File: src/hw/rtl/vrt_pkg.sv
// Shared types and constants for the voxel ray walker.
package vrt_pkg;

  localparam int unsigned CoordBits = 16;
  localparam int unsigned FracBits  = 8;
  localparam int unsigned TFracBits = 32;
  localparam int unsigned MaxJump   = 64;
  localparam int unsigned InBits    = 24;
  localparam int unsigned IntBits   = InBits - FracBits;
  localparam int unsigned TBits     = 64;
  localparam int unsigned CntBits   = 7;
  localparam int unsigned QDepth    = 2;
  localparam int unsigned QPtrBits  = (QDepth > 1) ? $clog2(QDepth) : 1;
  localparam int unsigned QFillBits = $clog2(QDepth + 1);

  typedef enum logic [1:0] {
    OpLoad  = 2'd0,
    OpStep  = 2'd1,
    OpJump  = 2'd2,
    OpReset = 2'd3
  } op_e;

  typedef logic signed [CoordBits-1:0] coord_t;
  typedef logic [TBits-1:0] tval_t;

  // One classified request handed from the front end to the walker.
  typedef struct packed {
    op_e                           op;
    logic signed [2:0][IntBits-1:0] s_int;
    logic signed [2:0][IntBits-1:0] e_int;
    logic [2:0][FracBits-1:0]      frac;
    logic [CntBits-1:0]            cnt;
  } req_t;

endpackage

File: src/hw/rtl/vrt_front.sv
// Front end: accepts requests, splits coordinates, saturates count, queues.
module vrt_front (
  input  logic                       clk_i,
  input  logic                       rst_ni,
  input  logic                       in_valid_i,
  output logic                       in_ready_o,
  input  logic [1:0]                 op_i,
  input  logic signed [23:0]         start_x_i,
  input  logic signed [23:0]         start_y_i,
  input  logic signed [23:0]         start_z_i,
  input  logic signed [23:0]         end_x_i,
  input  logic signed [23:0]         end_y_i,
  input  logic signed [23:0]         end_z_i,
  input  logic [6:0]                 count_i,
  output logic                       req_valid_o,
  input  logic                       req_ready_i,
  output vrt_pkg::req_t              req_o
);
  import vrt_pkg::*;

  req_t                 q_mem [QDepth];
  logic [QPtrBits-1:0]  wr_ptr_q, rd_ptr_q;
  logic [QFillBits-1:0] fill_q;
  req_t                 new_req;
  logic                 push, pop;

  // Classify the incoming request.
  always_comb begin
    new_req.op       = op_e'(op_i);
    new_req.s_int[0] = start_x_i[InBits-1:FracBits];
    new_req.s_int[1] = start_y_i[InBits-1:FracBits];
    new_req.s_int[2] = start_z_i[InBits-1:FracBits];
    new_req.e_int[0] = end_x_i[InBits-1:FracBits];
    new_req.e_int[1] = end_y_i[InBits-1:FracBits];
    new_req.e_int[2] = end_z_i[InBits-1:FracBits];
    new_req.frac[0]  = start_x_i[FracBits-1:0];
    new_req.frac[1]  = start_y_i[FracBits-1:0];
    new_req.frac[2]  = start_z_i[FracBits-1:0];
    new_req.cnt      = (count_i > CntBits'(MaxJump)) ? CntBits'(MaxJump) : count_i;
  end

  assign in_ready_o  = (fill_q != QFillBits'(QDepth));
  assign push        = in_valid_i && in_ready_o;
  assign req_valid_o = (fill_q != '0);
  assign pop         = req_valid_o && req_ready_i;
  assign req_o       = q_mem[rd_ptr_q];

  // Store queued requests.
  always_ff @(posedge clk_i) begin
    if (push) q_mem[wr_ptr_q] <= new_req;
  end

  // Advance queue pointers.
  always_ff @(posedge clk_i or negedge rst_ni) begin
    if (!rst_ni) begin
      wr_ptr_q <= '0;
      rd_ptr_q <= '0;
      fill_q   <= '0;
    end else begin
      if (push) begin
        wr_ptr_q <= (wr_ptr_q == QPtrBits'(QDepth - 1)) ? '0 : wr_ptr_q + QPtrBits'(1);
      end
      if (pop) begin
        rd_ptr_q <= (rd_ptr_q == QPtrBits'(QDepth - 1)) ? '0 : rd_ptr_q + QPtrBits'(1);
      end
      fill_q <= fill_q + QFillBits'(push) - QFillBits'(pop);
    end
  end
endmodule

File: src/hw/rtl/vrt_div.sv
// Restoring divider: 64-bit quotient of num / den, one bit per cycle.
module vrt_div (
  input  logic        clk_i,
  input  logic        rst_ni,
  input  logic        start_i,
  input  logic [63:0] num_i,
  input  logic [31:0] den_i,
  output logic        done_o,
  output logic [63:0] quo_o
);
  logic [63:0] quo_q;
  logic [32:0] rem_q;
  logic [31:0] den_q;
  logic [6:0]  cnt_q;
  logic        busy_q;
  logic [32:0] trial;
  logic        ge;

  assign trial  = {rem_q[31:0], quo_q[63]};
  assign ge     = trial >= {1'b0, den_q};
  assign done_o = busy_q && (cnt_q == 7'd0);
  assign quo_o  = quo_q;

  // Shift in one quotient bit each cycle.
  always_ff @(posedge clk_i or negedge rst_ni) begin
    if (!rst_ni) begin
      busy_q <= 1'b0;
      cnt_q  <= 7'd0;
    end else if (start_i) begin
      busy_q <= 1'b1;
      cnt_q  <= 7'd64;
    end else if (busy_q) begin
      if (cnt_q == 7'd0) busy_q <= 1'b0;
      else cnt_q <= cnt_q - 7'd1;
    end
  end

  always_ff @(posedge clk_i) begin
    if (start_i) begin
      quo_q <= num_i;
      rem_q <= 33'd0;
      den_q <= den_i;
    end else if (busy_q && cnt_q != 7'd0) begin
      quo_q <= {quo_q[62:0], ge};
      rem_q <= ge ? (trial - {1'b0, den_q}) : trial;
    end
  end
endmodule

File: src/hw/rtl/vrt_walk.sv
// Back end: holds the walker state, runs loads, steps, jumps and resets.
module vrt_walk (
  input  logic                 clk_i,
  input  logic                 rst_ni,
  input  logic                 req_valid_i,
  output logic                 req_ready_o,
  input  vrt_pkg::req_t        req_i,
  output logic                 out_valid_o,
  input  logic                 out_ready_i,
  output logic signed [15:0]   voxel_x_o,
  output logic signed [15:0]   voxel_y_o,
  output logic signed [15:0]   voxel_z_o,
  output logic                 more_o
);
  import vrt_pkg::*;

  typedef enum logic [2:0] {
    StIdle, StDivStart, StDivWait, StJump, StOut
  } state_e;

  state_e              state_q;
  req_t                req_q;
  coord_t [2:0]        cur_q, goal_q;
  logic [2:0][1:0]     sgn_q;
  tval_t [2:0]         tmax_q, tdel_q;
  logic [1:0]          axis_q;
  logic                phase_q;
  logic [CntBits-1:0]  left_q;
  logic                moving_q;
  coord_t [2:0]        vox_q;
  logic                more_q;

  logic                at_goal;
  logic [1:0]          pick;
  logic [IntBits:0]    diff;
  logic [IntBits:0]    mag;
  logic [FracBits:0]   numer;
  logic [FracBits-1:0] fr;
  logic                div_start, div_done;
  logic [63:0]         div_num, div_quo;
  logic [31:0]         div_den;
  coord_t [2:0]        cur_adv;
  tval_t [2:0]         tmax_adv;
  tval_t               tsum;
  logic                tcarry;

  assign at_goal = (cur_q == goal_q);

  // Pick the axis with the least tmax; on a tie z wins, then y wins over x.
  always_comb begin
    if (tmax_q[0] < tmax_q[1]) pick = (tmax_q[0] < tmax_q[2]) ? 2'd0 : 2'd2;
    else                       pick = (tmax_q[1] < tmax_q[2]) ? 2'd1 : 2'd2;
  end

  // Move one cell along the chosen axis.
  always_comb begin
    cur_adv  = cur_q;
    tmax_adv = tmax_q;
    {tcarry, tsum} = {1'b0, tmax_q[pick]} + {1'b0, tdel_q[pick]};
    if (sgn_q[pick] == 2'b01) cur_adv[pick] = cur_q[pick] + coord_t'(1);
    if (sgn_q[pick] == 2'b11) cur_adv[pick] = cur_q[pick] - coord_t'(1);
    tmax_adv[pick] = tcarry ? '1 : tsum;
  end

  // Per-axis division operands for the load sequence.
  always_comb begin
    diff  = {req_q.e_int[axis_q][IntBits-1], req_q.e_int[axis_q]}
          - {req_q.s_int[axis_q][IntBits-1], req_q.s_int[axis_q]};
    mag   = diff[IntBits] ? -diff : diff;
    fr    = req_q.frac[axis_q];
    if (!diff[IntBits]) numer = (FracBits+1)'(1 << FracBits) - {1'b0, fr};
    else if (fr == '0)  numer = (FracBits+1)'(1 << FracBits);
    else                numer = {1'b0, fr};
    if (phase_q == 1'b0) begin
      div_num = 64'(numer) << TFracBits;
      div_den = 32'(mag) << FracBits;
    end else begin
      div_num = 64'd1 << TFracBits;
      div_den = 32'(mag);
    end
  end

  assign div_start = (state_q == StDivStart) && (diff != '0);

  vrt_div u_div (
    .clk_i  (clk_i),
    .rst_ni (rst_ni),
    .start_i(div_start),
    .num_i  (div_num),
    .den_i  (div_den),
    .done_o (div_done),
    .quo_o  (div_quo)
  );

  assign req_ready_o = (state_q == StIdle);
  assign out_valid_o = (state_q == StOut);
  assign voxel_x_o   = vox_q[0];
  assign voxel_y_o   = vox_q[1];
  assign voxel_z_o   = vox_q[2];
  assign more_o      = more_q;

  // Sequence each request and hold its result until taken.
  always_ff @(posedge clk_i or negedge rst_ni) begin
    if (!rst_ni) begin
      state_q  <= StIdle;
      cur_q    <= '0;
      goal_q   <= '0;
      sgn_q    <= '0;
      tmax_q   <= '1;
      tdel_q   <= '1;
      axis_q   <= 2'd0;
      phase_q  <= 1'b0;
      left_q   <= '0;
      moving_q <= 1'b0;
      more_q   <= 1'b0;
      vox_q    <= '0;
      req_q    <= '0;
    end else begin
      unique case (state_q)
        StIdle: begin
          if (req_valid_i) begin
            req_q <= req_i;
            unique case (req_i.op)
              OpLoad: begin
                for (int a = 0; a < 3; a++) begin
                  cur_q[a]  <= coord_t'(req_i.s_int[a]);
                  goal_q[a] <= coord_t'(req_i.e_int[a]);
                end
                sgn_q    <= '0;
                moving_q <= 1'b0;
                axis_q   <= 2'd0;
                phase_q  <= 1'b0;
                state_q  <= StDivStart;
              end
              OpStep: begin
                vox_q  <= cur_q;
                more_q <= !at_goal;
                if (!at_goal) begin
                  cur_q  <= cur_adv;
                  tmax_q <= tmax_adv;
                end
                state_q <= StOut;
              end
              OpJump: begin
                if (req_i.cnt == '0 || at_goal) begin
                  vox_q   <= cur_q;
                  more_q  <= 1'b0;
                  state_q <= StOut;
                end else begin
                  left_q  <= req_i.cnt;
                  state_q <= StJump;
                end
              end
              OpReset: begin
                for (int a = 0; a < 3; a++) begin
                  cur_q[a] <= coord_t'(req_i.s_int[a]);
                  if (sgn_q[a] != 2'b00) tmax_q[a] <= tval_t'(1) << TFracBits;
                end
                more_q  <= 1'b0;
                state_q <= StJump;
                left_q  <= '0;
              end
              default: state_q <= StIdle;
            endcase
          end
        end
        StDivStart: begin
          if (diff == '0) begin
            tmax_q[axis_q] <= '1;
            tdel_q[axis_q] <= '1;
            if (axis_q == 2'd2) begin
              vox_q   <= cur_q;
              more_q  <= moving_q;
              state_q <= StOut;
            end else axis_q <= axis_q + 2'd1;
          end else state_q <= StDivWait;
        end
        StDivWait: begin
          if (div_done) begin
            if (phase_q == 1'b0) begin
              tmax_q[axis_q] <= div_quo;
              phase_q        <= 1'b1;
              state_q        <= StDivStart;
            end else begin
              tdel_q[axis_q] <= div_quo;
              sgn_q[axis_q]  <= diff[IntBits] ? 2'b11 : 2'b01;
              moving_q       <= 1'b1;
              phase_q        <= 1'b0;
              if (axis_q == 2'd2) begin
                vox_q   <= cur_q;
                more_q  <= 1'b1;
                state_q <= StOut;
              end else begin
                axis_q  <= axis_q + 2'd1;
                state_q <= StDivStart;
              end
            end
          end
        end
        StJump: begin
          // A reset request passes here with no cells left to report.
          if (left_q == '0) begin
            vox_q   <= cur_q;
            more_q  <= !at_goal;
            state_q <= StOut;
          end else begin
            cur_q  <= cur_adv;
            tmax_q <= tmax_adv;
            left_q <= left_q - CntBits'(1);
            if (cur_adv == goal_q) begin
              vox_q   <= cur_adv;
              more_q  <= 1'b0;
              state_q <= StOut;
            end else if (left_q == CntBits'(1)) begin
              vox_q   <= cur_adv;
              more_q  <= 1'b1;
              state_q <= StOut;
            end
          end
        end
        StOut: begin
          if (out_ready_i) state_q <= StIdle;
        end
        default: state_q <= StIdle;
      endcase
    end
  end
endmodule

File: src/hw/rtl/voxel_ray_traversal.sv
// Top level of the voxel ray walker: front end, queue and walker.
//
//  channel | signals                                   | direction
//  in      | in_valid_i/in_ready_o, op_i..count_i      | request in
//  out     | out_valid_o/out_ready_i, voxel_*_o,more_o | result out
//
// From request to result, a step goes from idle straight to the output state,
// a reset passes the jump state first, and a jump walks one cell per cycle.
// Load runs up to six divisions on the shared bit-serial divider.
// Reset clears control and walker registers at once, not queue or divider data.
// The two-entry queue fills while the walker stalls on an untaken result.
module voxel_ray_traversal (
  input  logic               clk_i,
  input  logic               rst_ni,
  input  logic               in_valid_i,
  output logic               in_ready_o,
  input  logic [1:0]         op_i,
  input  logic signed [23:0] start_x_i,
  input  logic signed [23:0] start_y_i,
  input  logic signed [23:0] start_z_i,
  input  logic signed [23:0] end_x_i,
  input  logic signed [23:0] end_y_i,
  input  logic signed [23:0] end_z_i,
  input  logic [6:0]         count_i,
  output logic               out_valid_o,
  input  logic               out_ready_i,
  output logic signed [15:0] voxel_x_o,
  output logic signed [15:0] voxel_y_o,
  output logic signed [15:0] voxel_z_o,
  output logic               more_o
);
  import vrt_pkg::*;

  logic req_valid, req_ready;
  req_t req;

  vrt_front u_front (
    .clk_i, .rst_ni, .in_valid_i, .in_ready_o, .op_i,
    .start_x_i, .start_y_i, .start_z_i, .end_x_i, .end_y_i, .end_z_i, .count_i,
    .req_valid_o(req_valid), .req_ready_i(req_ready), .req_o(req)
  );

  vrt_walk u_walk (
    .clk_i, .rst_ni,
    .req_valid_i(req_valid), .req_ready_o(req_ready), .req_i(req),
    .out_valid_o, .out_ready_i, .voxel_x_o, .voxel_y_o, .voxel_z_o, .more_o
  );
endmodule

File: config.mk
export PLATFORM = sky130hd
export DESIGN_NAME = voxel_ray_traversal
export DESIGN_NICKNAME = d
export VERILOG_FILES = /design/src/hw/rtl/vrt_pkg.sv /design/src/hw/rtl/vrt_front.sv /design/src/hw/rtl/vrt_div.sv /design/src/hw/rtl/vrt_walk.sv /design/src/hw/rtl/voxel_ray_traversal.sv
export SDC_FILE = /design/constraint.sdc
export NUM_CORES = 2
export LEC_CHECK = 0
export BUFFER_PORTS_ARGS = -buffer_cell sky130_fd_sc_hd__buf_4
export CORE_MARGIN = 10
export CORE_UTILIZATION = 45
export CTS_CLUSTER_SIZE = 25
export DETAILED_ROUTE_END_ITERATION = 12
export SETUP_SLACK_MARGIN = 0.4
export SKIP_LAST_GASP = 1
export SLEW_MARGIN = 25
export SYNTH_ARGS = -nofsm -noshare
export SYNTH_HDL_FRONTEND = slang
export SYNTH_SLANG_ARGS = --single-unit
File: constraint.sdc
create_clock -name clk_i -period 8.41 [get_ports clk_i]
set_clock_uncertainty 0.15 [all_clocks]
set_input_delay 0.4205 -clock clk_i [delete_from_list [all_inputs] [get_ports clk_i]]
set_output_delay 0.4205 -clock clk_i [all_outputs]
set_load 0.05 [all_outputs]
==> impl_metrics.yaml <==
outcome:
  status: "completed"
clock_tree:
  htree_levels: 3
  cts_buffers: 115
  cts-root-buf: "clkbuf_16"
  worstSkewPairLatency_ns: 0.80
  cts_tree: "done"
  cts.path.max_buffers: 3
  clock-sinks: 1060
  clk_pin_slew_ns: 0.07
timing:
  slew_headroom_pct: 24.8
  rsz0062_at_grt: "no"
  post-route-min-period_ns: 7.83
  tightest_slew_ns: 1.13
  finalSetupTns_ns: 0
  hold_slack_ns: 0.148
  fin_crit_sh_pct: 93.1
  drv_slew: 0
  hold_viol: 0
  setup_violations: 0
  fmax_ghz: 0.128
drt:
  via_per_inst: 5.90
  wirelength_um: 195000
  wl_per_cell_um: 24.1
  antenna_left: 0
  drtIter0Drc: 3787
  dr.pass1.iters: 5
  drcViolationCount: 0
  num_vias: 47600
synth:
  ys_seq_elements: 1060
  synthArstFlopShare_pct: 64.2
  synth_area_mm2: 0.0587
  synth_ff_type: "dfstp_2"
  yosysSeqAreaShare_pct: 48.7
  synth_edf_count: 347
  syn_nets: 6417
  synthCells: 5947
  yosys_warnings: 0
  ys_types: 98
  syn_area_per_cell_um2: 9.87
global_route:
  grt_max_degree: 165
  antenna_found_initial: 4
  grt_usage_pct: 25.8
  grt_pass1_vias: 46900
  grt_remaining_overflow: 0
  grt_pass1_wl_um: 293000
setup_path:
  crit_family: "simple AND/OR/NAND/NOR gates"
  cp.arrival_ns: 8.32
  critPathKind: "reg2reg"
  crit_buf_inv: 5
  end_kind: "register"
  crit_required_ns: 8.90
  cpMaxStageDelayCell: "or4_4"
  cp-start-kind: "register"
  path_max_fanout: 48
  cpPeakStageDelay_ns: 0.63
hold_path:
  hold_class: "in2async"
floorplanning:
  io_pins: 208
  dieArea_mm2: 0.145
  die_y_um: 381
  initial_core_util_pct: 45.3
  rows: 132
  core_mm2: 0.129
  die_w_um: 381
placed_design:
  hpwl_um: 132000
  place_inst: 7714
  gp_congestion: 0.980
  io_buffers: 183
finish:
  final_nets: 6703
  finalNonFillerCells: 8079
  area_delta_synth_final_pct: 17.0
  drive_gt1_share_pct: 18.9
run:
  maxCapViolations: 0
-- area by class of cell --
type,instances,area (µm²)
flip-flops and latches,1060,28600
well taps,1742,2180
repair buffers,526,4630
fillers,11700,60800
clock buffers,154,3260
clock inverters,66,831
diodes,1,2.50
inverters,225,845
multi-input cells,4305,28300
-- synth_stat cells (8+ instances only) --
cell type | instances | area share [%]
dfstp_2 | 384 | 17
xnor2_1 | 140 | 2.1
a221oi_1 | 9 | 0.13
and3_1 | 26 | 0.28
o21bai_1 | 18 | 0.23
o221ai_1 | 133 | 2.0
nand4_1 | 65 | 0.69
nor4_1 | 35 | 0.37
nand2b_1 | 28 | 0.30
nor2b_1 | 34 | 0.36
o221a_2 | 8 | 0.15
dfxtp_1 | 32 | 1.1
o21ai_0 | 383 | 3.3
clkbuf_1 | 315 | 2.0
nor2_1 | 673 | 4.3
xor2_1 | 88 | 1.3
dfrtp_1 | 297 | 13
mux2i_1 | 171 | 2.9
or3_1 | 23 | 0.25
nand3_1 | 75 | 0.64
a221o_1 | 65 | 1.1
a31oi_1 | 90 | 0.96
edfxtp_1 | 347 | 18
a21o_1 | 61 | 0.78
a21boi_0 | 11 | 0.14
nand2_1 | 675 | 4.3
nor3_1 | 101 | 0.86
o21a_1 | 24 | 0.31
ha_1 | 310 | 6.6
o22ai_1 | 20 | 0.21
or2_2 | 8 | 0.085
mux2_2 | 105 | 2.0
buf_1 | 30 | 0.19
o22a_1 | 198 | 3.0
and2_1 | 66 | 0.70
inv_1 | 222 | 1.4
or4_1 | 12 | 0.15
mux2_1 | 19 | 0.36
a211oi_1 | 43 | 0.55
a21oi_1 | 441 | 3.8
o31ai_1 | 17 | 0.22
-- kinds of logic (layout without fill, tap and decap cells) --
family	Yosys count	after routing	synth area share, %
fa+ha+maj	313	313	6.71
simple gates	1856	1856	13.8
compound gates	1612	1612	18.2
buf+inv	582	971	3.82
xor+xnor	228	228	3.40
flops	1060	1060	48.7
mux	296	296	5.33
other cells	0	1	0
-- stage by stage --
| step | utilization (%) | setup slack, ns | cell area [µm²] |
|---|---|---|---|
| 2_1_floorplan | - | 0.537 | 58700 |
| 3_5_place_dp | 48.5 | 0.141 | 62800 |
| 4_1_cts | 52.7 | 0.389 | 68300 |
| 5_1_grt | 53.0 | 0.349 | 68700 |
| 6_report | 53.0 | 0.582 | 68700 |
| 3_3_place_gp | 48.5 | 0.0974 | 62800 |
-- state kept, by name (all words and copies together) (netlist names), 2 cells and up --
signal	flops
u_front.fill_q	2
u_front.q_mem	258
u_walk.axis_q	2
u_walk.cur_q	48
u_walk.goal_q	48
u_walk.left_q	7
u_walk.req_q	120
u_walk.sgn_q	6
u_walk.state_q	3
u_walk.tdel_q	192
u_walk.tmax_q	192
u_walk.u_div.cnt_q	7
u_walk.u_div.den_q	25
u_walk.u_div.quo_o	64
u_walk.u_div.rem_q	32
u_walk.voxel_x_o	16
u_walk.voxel_y_o	16
u_walk.voxel_z_o	16
-- metal layers --
metal / vias to the layer above / GRT usage (%) / part of all wire [%]
met5: - / 0 / 0.0067
met4: 2 / 10.7 / 4.3
met3: 400 / 4.04 / 6.3
met2: 1694 / 42.4 / 47
met1: 23400 / 33.7 / 42
li1: 22100 / - / -
-- placed cells by master (no fill, tap or decap), types with 20 or more instances in the layout --
cell	instances
nand2_1	668
nor2_1	662
a21oi_1	432
dfstp_2	384
o21ai_0	375
buf_4	361
edfxtp_1	347
ha_1	309
dfrtp_1	295
inv_1	222
o22a_1	198
mux2i_1	169
xnor2_1	139
dlygate4sd3_1	132
o221ai_1	129
clkbuf_16	122
mux2_2	105
nor3_1	99
a31oi_1	89
xor2_1	88
nand3_1	68
and2_1	66
nand4_1	65
a221o_1	64
a21o_1	61
a211oi_1	42
nor2b_1	34
dfxtp_1	32
nor4_1	30
nand2b_1	28
o21a_1	23
or3_1	23
clkinv_2	23
and3_1	22
clkbuf_1	20
-- worst paths after layout --
| check | from | slack, ns | endpoint | cells after the start |
|---|---|---|---|---|
| worst max-delay path | u_walk.tmax_q[179] | 0.58 | u_walk.voxel_y_o[7] | 25 |
| worst min-delay path | rst_ni | 0.15 | u_walk.state_q[2] | 2 |
| worst max register to register | u_walk.tmax_q[179] | 0.58 | u_walk.voxel_y_o[7] | 25 |
| worst min register to register | u_walk.voxel_x_o[1] | 0.34 | u_walk.voxel_x_o[1] | 1 |
| max in group asynchronous | rst_ni | 5.93 | u_walk.voxel_y_o[9] | 4 |
| min in group clk_i | start_z_i[10] | 0.20 | u_front.q_mem[0][113] | 2 |
-- timing repair --
action / in CTS / in global routing
setup endpoints to repair: 239 / 240
hold buffers: 132 / 0
setup buffers: 0 / 10
hold endpoints to repair: 344 / 0
gates cloned: 0 / 2
pin swaps: 0 / 16
resized for setup: 13 / 63
Power is left out: the tool's default activity adds up to more than one toggle a clock period on the data nets, which glitch-free logic cannot reach.
